`src/rtl/core/fddct_pkg.sv`:
```
package fddct_pkg;

  localparam int DIGIT_W    = 4;
  localparam int NUM_DIGITS = 4;
  localparam int PRESET_W   = 14;

  typedef logic [DIGIT_W-1:0] digit_t;
  // index 0 is digit A (most significant), index 3 is digit D
  typedef digit_t [NUM_DIGITS-1:0] digit_vec_t;
  typedef logic [PRESET_W-1:0] preset_t;

  localparam digit_t  DIGIT_MAX  = 4'd9;
  localparam preset_t PRESET_MAX = 14'd9999;

  // digits after reset: 0600
  localparam digit_vec_t RST_DIGITS = {4'd0, 4'd0, 4'd6, 4'd0};

  // beat kinds
  localparam logic KIND_TICK = 1'b0;
  localparam logic KIND_KEY  = 1'b1;

  // key codes
  localparam logic [1:0] KEY_K1 = 2'd0;
  localparam logic [1:0] KEY_K2 = 2'd1;
  localparam logic [1:0] KEY_K3 = 2'd2;
  localparam logic [1:0] KEY_K4 = 2'd3;

  // per-cell control
  typedef struct packed {
    logic en;
    logic load;
    logic edit_inc;
    logic edit_dec;
    logic clamp;
  } cell_ctl_t;

endpackage

```
`src/rtl/core/fddct_digit_cell.sv`:
```
module fddct_digit_cell (
  input  logic                clk,
  input  logic                rst,
  input  fddct_pkg::cell_ctl_t ctl,
  input  fddct_pkg::digit_t   rst_digit,
  input  fddct_pkg::digit_t   preset_digit,
  input  logic                borrow_in,
  output logic                borrow_out,
  output fddct_pkg::digit_t   digit,
  output fddct_pkg::digit_t   digit_next
);

  always_comb begin
    digit_next = digit;
    borrow_out = 1'b0;
    if (ctl.load) begin
      digit_next = preset_digit;
    end else if (ctl.edit_inc) begin
      digit_next = (digit >= fddct_pkg::DIGIT_MAX) ? '0 : digit + 4'd1;
    end else if (ctl.edit_dec) begin
      digit_next = (digit == '0 || digit > fddct_pkg::DIGIT_MAX) ?
                   fddct_pkg::DIGIT_MAX : digit - 4'd1;
    end else if (borrow_in) begin
      if (digit == '0) begin
        // top digit clamps at zero instead of wrapping
        digit_next = ctl.clamp ? '0 : fddct_pkg::DIGIT_MAX;
        borrow_out = 1'b1;
      end else begin
        digit_next = digit - 4'd1;
      end
    end
  end

  always_ff @(posedge clk) begin
    if (rst) begin
      digit <= rst_digit;
    end else if (ctl.en) begin
      digit <= digit_next;
    end
  end

endmodule

```
`src/rtl/core/fddct_preset_conv.sv`:
```
module fddct_preset_conv (
  input  logic                   clk,
  input  logic                   rst,
  input  logic                   wr_en,
  input  fddct_pkg::preset_t     wr_data,
  output fddct_pkg::digit_vec_t  preset_digits
);

  fddct_pkg::preset_t v;
  fddct_pkg::preset_t r1_full;
  logic [3:0]         q1;
  logic [3:0]         q1_r;
  logic [9:0]         r1_r;
  logic [9:0]         r2_full;
  logic [6:0]         r2;
  logic [6:0]         d_full;
  logic [3:0]         q2;
  logic [3:0]         q3;

  // stage 1: saturate and split off thousands
  always_comb begin
    v  = (wr_data > fddct_pkg::PRESET_MAX) ? fddct_pkg::PRESET_MAX : wr_data;
    q1 = '0;
    for (int k = 1; k <= 9; k++) begin
      if (v >= 14'(k * 1000)) q1 = 4'(k);
    end
    r1_full = v - 14'(q1) * 14'(1000);
  end

  always_ff @(posedge clk) begin
    if (rst) begin
      q1_r <= '0;
      r1_r <= 10'd600;
    end else if (wr_en) begin
      q1_r <= q1;
      r1_r <= r1_full[9:0];
    end
  end

  // stage 2: hundreds, tens, units from the remainder
  always_comb begin
    q2 = '0;
    for (int k = 1; k <= 9; k++) begin
      if (r1_r >= 10'(k * 100)) q2 = 4'(k);
    end
    r2_full = r1_r - 10'(q2) * 10'(100);
    r2      = r2_full[6:0];
    q3      = '0;
    for (int k = 1; k <= 9; k++) begin
      if (r2 >= 7'(k * 10)) q3 = 4'(k);
    end
    d_full = r2 - 7'(q3) * 7'(10);
  end

  always_ff @(posedge clk) begin
    if (rst) begin
      preset_digits <= fddct_pkg::RST_DIGITS;
    end else begin
      preset_digits <= {d_full[3:0], q3, q2, q1_r};
    end
  end

endmodule

```
`src/rtl/core/four_digit_decimal_countdown_timer_core.sv`:
```
// four-digit decimal countdown timer
// slave channel s_*: one beat per timer tick (s_tuser = 0) or key press
//   (s_tuser = 1); s_tdata carries the key code and the long-hold flag
// master channel m_*: exactly one result beat per input beat, holding the
//   four digits, edit view flag, cursor, running flag and the finished and
//   leave pulses as they stand after that beat
// cfg_wr_en / cfg_wr_data write the preset (saturated to 9999 on load);
//   the preset goes through a two-stage binary-to-decimal converter, so a
//   beat accepted on the cycle after a write already sees the new preset
// path: an input beat enters the input register, then the digit cells and
//   flags update into the result register
// throughput: one beat per cycle while m_tready is high; the four digit cells
//   form a borrow chain from D to A that settles in the update stage
// reset: digits load 0600, timer stopped, run view, cursor on digit A,
//   preset register back to 600
// stall: while m_tready is low the result beat holds; one more input beat
//   is taken into the input register, then s_tready drops until the result
//   is taken
module four_digit_decimal_countdown_timer_core (
  input  logic        clk,
  input  logic        rst,
  input  logic        s_tvalid,
  output logic        s_tready,
  input  logic [7:0]  s_tdata,   // [1:0] key_code, [2] key_held, [7:3] zero
  input  logic [0:0]  s_tuser,   // [0] kind
  output logic        m_tvalid,
  input  logic        m_tready,
  output logic [23:0] m_tdata,   // [3:0] digit_a, [7:4] digit_b, [11:8] digit_c,
                                 // [15:12] digit_d, [16] in_edit,
                                 // [18:17] cursor_pos, [19] is_running,
                                 // [20] finished, [21] leave_request, [23:22] zero
  input  logic        cfg_wr_en,
  input  logic [13:0] cfg_wr_data
);

  // input register
  logic       s1_valid;
  logic       s1_kind;
  logic [1:0] s1_key;
  logic       s1_held;
  logic       adv;

  // timer state
  logic       running;
  logic       running_next;
  logic       edit_mode;
  logic       edit_mode_next;
  logic [1:0] cursor;
  logic [1:0] cursor_next;

  // result pulses
  logic       fin;
  logic       fin_next;
  logic       leave;
  logic       leave_next;
  logic       out_valid;

  // decoded beat
  logic tick;
  logic key_run;
  logic key_edit;
  logic count_en;
  logic load;

  fddct_pkg::digit_vec_t preset_digits;
  fddct_pkg::digit_vec_t digits;
  fddct_pkg::digit_vec_t digits_next;
  fddct_pkg::cell_ctl_t  cell_ctl [fddct_pkg::NUM_DIGITS];
  logic [fddct_pkg::NUM_DIGITS:0] borrow;

  // the update stage moves when the result register is free or being drained
  assign adv      = s1_valid && (!out_valid || m_tready);
  assign s_tready = !s1_valid || adv;

  always_ff @(posedge clk) begin
    if (rst) begin
      s1_valid <= 1'b0;
    end else if (s_tready) begin
      s1_valid <= s_tvalid;
    end
  end

  always_ff @(posedge clk) begin
    if (s_tready && s_tvalid) begin
      s1_kind <= s_tuser[0];
      s1_key  <= s_tdata[1:0];
      s1_held <= s_tdata[2];
    end
  end

  fddct_preset_conv u_conv (
    .clk           (clk),
    .rst           (rst),
    .wr_en         (cfg_wr_en),
    .wr_data       (cfg_wr_data),
    .preset_digits (preset_digits)
  );

  assign tick     = (s1_kind == fddct_pkg::KIND_TICK);
  assign key_run  = (s1_kind == fddct_pkg::KIND_KEY) && !edit_mode;
  assign key_edit = (s1_kind == fddct_pkg::KIND_KEY) && edit_mode;
  assign count_en = tick && running;
  assign load     = (key_run && s1_key == fddct_pkg::KEY_K3) ||
                    (key_edit && s1_key == fddct_pkg::KEY_K4);

  // borrow enters at digit D and ripples toward A
  assign borrow[fddct_pkg::NUM_DIGITS] = count_en;

  for (genvar i = 0; i < fddct_pkg::NUM_DIGITS; i++) begin : g_cell
    always_comb begin
      cell_ctl[i].en       = adv;
      cell_ctl[i].load     = load;
      cell_ctl[i].edit_inc = key_edit && s1_key == fddct_pkg::KEY_K3 && cursor == 2'(i);
      cell_ctl[i].edit_dec = key_edit && s1_key == fddct_pkg::KEY_K2 && cursor == 2'(i);
      cell_ctl[i].clamp    = (i == 0);
    end

    fddct_digit_cell u_cell (
      .clk          (clk),
      .rst          (rst),
      .ctl          (cell_ctl[i]),
      .rst_digit    (fddct_pkg::RST_DIGITS[i]),
      .preset_digit (preset_digits[i]),
      .borrow_in    (borrow[i+1]),
      .borrow_out   (borrow[i]),
      .digit        (digits[i]),
      .digit_next   (digits_next[i])
    );
  end

  // flag updates for the beat in the update stage
  always_comb begin
    running_next   = running;
    edit_mode_next = edit_mode;
    cursor_next    = cursor;
    fin_next       = 1'b0;
    leave_next     = 1'b0;
    if (tick) begin
      if (count_en && digits_next == '0) begin
        running_next = 1'b0;
        fin_next     = 1'b1;
      end
    end else if (key_run) begin
      case (s1_key)
        fddct_pkg::KEY_K1: running_next   = !running;
        fddct_pkg::KEY_K2: edit_mode_next = 1'b1;
        fddct_pkg::KEY_K3: running_next   = 1'b0;
        fddct_pkg::KEY_K4: begin
          running_next = 1'b0;
          leave_next   = 1'b1;
        end
        default: running_next = running;
      endcase
    end else begin
      case (s1_key)
        fddct_pkg::KEY_K1: begin
          if (s1_held) edit_mode_next = 1'b0;
          else cursor_next = cursor + 2'd1;
        end
        fddct_pkg::KEY_K4: edit_mode_next = 1'b0;
        default: edit_mode_next = edit_mode;
      endcase
    end
  end

  always_ff @(posedge clk) begin
    if (rst) begin
      running   <= 1'b0;
      edit_mode <= 1'b0;
      cursor    <= '0;
      out_valid <= 1'b0;
    end else begin
      if (adv) begin
        running   <= running_next;
        edit_mode <= edit_mode_next;
        cursor    <= cursor_next;
      end
      if (adv) out_valid <= 1'b1;
      else if (m_tready) out_valid <= 1'b0;
    end
  end

  always_ff @(posedge clk) begin
    if (adv) begin
      fin   <= fin_next;
      leave <= leave_next;
    end
  end

  // state only moves when a new result is loaded, so it doubles as the result
  assign m_tvalid = out_valid;
  assign m_tdata  = {2'b00, leave, fin, running, cursor, edit_mode,
                     digits[3], digits[2], digits[1], digits[0]};

endmodule

```
`config.mk`:
```
export PLATFORM = sky130hd
export DESIGN_NAME = four_digit_decimal_countdown_timer_core
export DESIGN_NICKNAME = d
export VERILOG_FILES = /design/src/rtl/core/fddct_pkg.sv /design/src/rtl/core/fddct_digit_cell.sv /design/src/rtl/core/fddct_preset_conv.sv /design/src/rtl/core/four_digit_decimal_countdown_timer_core.sv
export SDC_FILE = /design/constraint.sdc
export NUM_CORES = 1
export LEC_CHECK = 0
export BUFFER_PORTS_ARGS = -buffer_cell sky130_fd_sc_hd__buf_2
export CORE_MARGIN = 2
export CORE_UTILIZATION = 60
export CTS_BUF_LIST = sky130_fd_sc_hd__clkbuf_8 sky130_fd_sc_hd__clkbuf_16
export CTS_CLUSTER_DIAMETER = 80
export DETAILED_ROUTE_END_ITERATION = 8
export GPL_TIMING_DRIVEN = 1
export HOLD_SLACK_MARGIN = 0.06
export PLACE_DENSITY = 0.81
export SYNTH_ARGS = -nofsm -noshare
export SYNTH_HDL_FRONTEND = slang
export SYNTH_SLANG_ARGS = --single-unit
export TNS_END_PERCENT = 100
```
`constraint.sdc`:
```
create_clock -name clk -period 10.2 [get_ports clk]
set_input_delay 2.55 -clock clk [delete_from_list [all_inputs] [get_ports clk]]
set_output_delay 2.55 -clock clk [all_outputs]
set_load 0.02 [all_outputs]
```
==> run_summary.xml <==
<?xml version="1.0" encoding="UTF-8"?>
<metrics>
  <group name="min_path">
    <metric name="min-delay-path-class" unit="">register to register</metric>
  </group>
  <group name="die">
    <metric name="pin_count" unit="">54</metric>
    <metric name="floorplan_die_area" unit="mm^2">0.00921</metric>
    <metric name="start_util" unit="">0.618</metric>
    <metric name="vert_die_dim" unit="um">96.0</metric>
    <metric name="dieWidth" unit="um">96.0</metric>
    <metric name="placement_rows" unit="">33</metric>
    <metric name="core" unit="mm^2">0.00822</metric>
  </group>
  <group name="timing">
    <metric name="timing_hold_violations_final" unit="">0</metric>
    <metric name="achievable-frequency" unit="MHz">146</metric>
    <metric name="setup-violations-final" unit="">0</metric>
    <metric name="worst_slew_margin_rel" unit="">0.358</metric>
    <metric name="hold_ws" unit="ns">0.469</metric>
    <metric name="totalNegativeSetupSlack" unit="ns">0</metric>
    <metric name="unrepaired_setup_endpoints_after_global_routing" unit="">false</metric>
    <metric name="report.final.slew_viol_count" unit="">0</metric>
    <metric name="finalWorstPathRequiredPeriod" unit="ns">6.85</metric>
    <metric name="tightestPinTransition" unit="ns">0.959</metric>
    <metric name="timing.final.crit_share" unit="">0.672</metric>
    <metric name="timing.clock.skew" unit="ns">0.00998</metric>
  </group>
  <group name="clock_tree">
    <metric name="cts-htree-levels" unit="">3</metric>
    <metric name="clock-root-buffer" unit="">clkbuf_8</metric>
    <metric name="clock_transition_at_the_registers_of_the_reported_paths" unit="ns">0.07</metric>
    <metric name="cts_buffers" unit="">9</metric>
    <metric name="tritoncts" unit="">built</metric>
    <metric name="post-cts-setup-buffers" unit="">0</metric>
    <metric name="clockBufferDepth" unit="">2</metric>
    <metric name="gates_resized_cts_repair" unit="">0</metric>
    <metric name="holdBufCountCts" unit="">0</metric>
    <metric name="clock_latency" unit="ns">0.34</metric>
    <metric name="tritoncts_num_sinks" unit="">58</metric>
  </group>
  <group name="grt">
    <metric name="grt_max_degree" unit="">54</metric>
    <metric name="antenna_found_initial" unit="">0</metric>
    <metric name="vias_in_the_first_global_route" unit="">4267</metric>
    <metric name="grt_remaining_overflow" unit="">0</metric>
    <metric name="all_layer_gr_usage" unit="">0.267</metric>
    <metric name="grt_pass1_wl" unit="um">19600</metric>
  </group>
  <group name="power_and_ir_drop">
    <metric name="part_of_the_total_power_dissipated_in_combinational_logic" unit="">0.640</metric>
    <metric name="seq_power_share" unit="">0.195</metric>
    <metric name="p_int" unit="uW">881</metric>
    <metric name="pwr-share-clk" unit="">0.166</metric>
    <metric name="net_switching_component_of_the_power" unit="uW">711</metric>
    <metric name="leakage" unit="uW">0.00226</metric>
    <metric name="vdd_ir_drop_max" unit="mV">0.202</metric>
    <metric name="switching_share" unit="">0.447</metric>
    <metric name="power.density" unit="mW/mm^2">291</metric>
  </group>
  <group name="synth">
    <metric name="synth.avg_cell_area" unit="um^2">8.05</metric>
    <metric name="seq_area_frac_synth" unit="">0.241</metric>
    <metric name="post_synth_inst_count" unit="">631</metric>
    <metric name="synth.lib_cells_used.distinct" unit="">88</metric>
    <metric name="netlist.area_leader.share" unit="">0.205</metric>
    <metric name="synth_enable_flop_cells" unit="">6</metric>
    <metric name="synthTopCellsByArea" unit="">dfxtp_1, ha_1, nor2_1, xnor2_1, edfxtp_1</metric>
    <metric name="async_reset_ff_frac" unit="">0</metric>
    <metric name="yosys_register_bits" unit="">58</metric>
    <metric name="synth_top_flop_cell" unit="">dfxtp_1</metric>
    <metric name="netlist.top_cell.by_area" unit="">dfxtp_1</metric>
    <metric name="synthesis.area" unit="mm^2">0.00508</metric>
    <metric name="total_of_warnings_raised_by_yosys" unit="">0</metric>
  </group>
  <group name="detailed_routing">
    <metric name="route.antenna.remaining_nets" unit="">0</metric>
    <metric name="viasPerCell" unit="">6.25</metric>
    <metric name="avgRoutedWirePerCell" unit="um">15.8</metric>
    <metric name="detail_route.wirelength" unit="um">12000</metric>
    <metric name="firstDrtPassIters" unit="">6</metric>
    <metric name="via_count" unit="">4722</metric>
    <metric name="drc_markers" unit="">0</metric>
    <metric name="drtIter0Drc" unit="">244</metric>
  </group>
  <group name="worst_setup_path">
    <metric name="worst_ep_required_time" unit="ns">10.43</metric>
    <metric name="worst_setup_path_start_kind" unit="">primary input</metric>
    <metric name="critPathKind" unit="">primary input to register</metric>
    <metric name="cp_data_arrival_time" unit="ns">7.09</metric>
    <metric name="cp_max_fo" unit="">6</metric>
    <metric name="endpoint_kind" unit="">register</metric>
  </group>
  <group name="layout">
    <metric name="finalNetCount" unit="">716</metric>
    <metric name="finalCoreUtilization" unit="">0.665</metric>
    <metric name="post_route_cells_drive_above_1_share" unit="">0.138</metric>
    <metric name="n_antenna_cell" unit="">0</metric>
    <metric name="finalInstanceArea" unit="mm^2">0.00546</metric>
    <metric name="syn_to_final_growth" unit="%">7.54</metric>
    <metric name="instances_no_fill" unit="">756</metric>
  </group>
  <group name="placement">
    <metric name="io_buffer_count" unit="">46</metric>
    <metric name="placed_area" unit="mm^2">0.00521</metric>
    <metric name="dp.cells" unit="">740</metric>
    <metric name="gp_congestion" unit="">0.970</metric>
    <metric name="detailedPlacementHpwl" unit="um">8960</metric>
  </group>
  <group name="outcome">
    <metric name="result_of_the_run" unit="">finished clean</metric>
  </group>
  <group name="flow_run">
    <metric name="maxCapViolCount" unit="">0</metric>
  </group>
</metrics>
[routing by layer]
metal / wire length [um] / GRT usage
met5: 0 / 0
met4: 368 / 0.121
met3: 651 / 0.0486
met2: 5890 / 0.457
met1: 5070 / 0.325
[per-stage QoR]
stage | power (uW) | setup slack (ns)
finish | 1590 | 3.35
global route | 1730 | 3.05
floorplan | 1190 | 3.49
CTS | 1590 | 3.29
detailed placement | 1320 | 2.96
global placement | 1270 | 3.11
[kinds of logic after synthesis]
kind of cell	Yosys count	synth area share
and+or+nand+nor	230	0.239
muxes	14	0.0278
xor gates and xnor gates	29	0.0530
other	1	0.000739
AOI/OAI and AO/OA	176	0.251
buffers and inverters	81	0.0737
adders and majority gates	42	0.114
DFF	58	0.241
[sequential cells by signal (all words and copies together) (netlist names)]
register	flops
g_cell.u_cell.digit	16
s1_kind	1
s1_valid	1
fin	1
leave	1
s1_held	1
running	1
m_tvalid	1
edit_mode	1
u_conv.q1_r	4
s1_key	2
cursor	2
u_conv.preset_digits	16
u_conv.r1_r	10
[final timing paths]
kind,startpoint,slack [ns],to,cells after the start
worst max-delay path,cfg_wr_data[10],3.35,u_conv.r1_r[9],17
worst min-delay path,u_conv.q1_r[1],0.47,u_conv.preset_digits[1],1
worst max register to register,u_conv.r1_r[5],5.11,u_conv.preset_digits[15],19
worst min register to register,u_conv.q1_r[1],0.47,u_conv.preset_digits[1],1
[layout by cell type (no fill, tap or decap), types with 16 or more instances in the layout]
cell     count
dfxtp_1     52
nor2_1      71
nand2_1     46
xnor2_1     22
ha_1        35
nand3_1     16
a21oi_1     33
buf_2       46
nor3_1      18
o21ai_0     23
inv_1       36
[synth_stat cells (6+ instances only)]
cell type,count
a211oi_1,12
a21o_1,8
a21oi_1,33
a31oi_1,13
buf_2,8
buf_4,10
clkbuf_1,22
dfxtp_1,52
edfxtp_1,6
fa_1,7
ha_1,35
inv_1,36
mux2i_1,13
nand2_1,46
nand2b_1,15
nand3_1,16
nor2_1,71
nor2b_1,13
nor3_1,18
nor3b_1,6
o211ai_1,11
o21ai_0,23
o21bai_1,7
xnor2_1,22
[critical path: stages]
cell and delay, ns:
buf_2 0.13, nand3_1 0.15, o21ai_1 0.28, a211oi_2 0.14
a211oi_1 0.35, nand2_1 0.08, a31oi_1 0.65, ha_1 0.38
fa_1 0.52, fa_1 0.55, inv_1 0.05, ha_1 0.32
a21o_1 0.17, a21oi_1 0.17, xnor2_1 0.16, xnor2_1 0.11
a211o_1 0.31
[power by group through the flow]
stage | Clock (uW) | Sequential, uW | Combinational [uW]
floorplan | 0 | 293 | 899
global placement | 0 | 311 | 956
detailed placement | 0 | 314 | 1010
CTS | 268 | 309 | 1010
global route | 277 | 314 | 1130
finish | 264 | 310 | 1020
[final cells by class]
class	instances	area, um^2
inverters	38	143
clock inverters	7	125
fillers	693	2760
multi-input cells	493	3490
repair buffers	46	230
flip-flops and latches	58	1220
clock buffers	9	124
well taps	105	131
(Power assumes the default switching activity.)
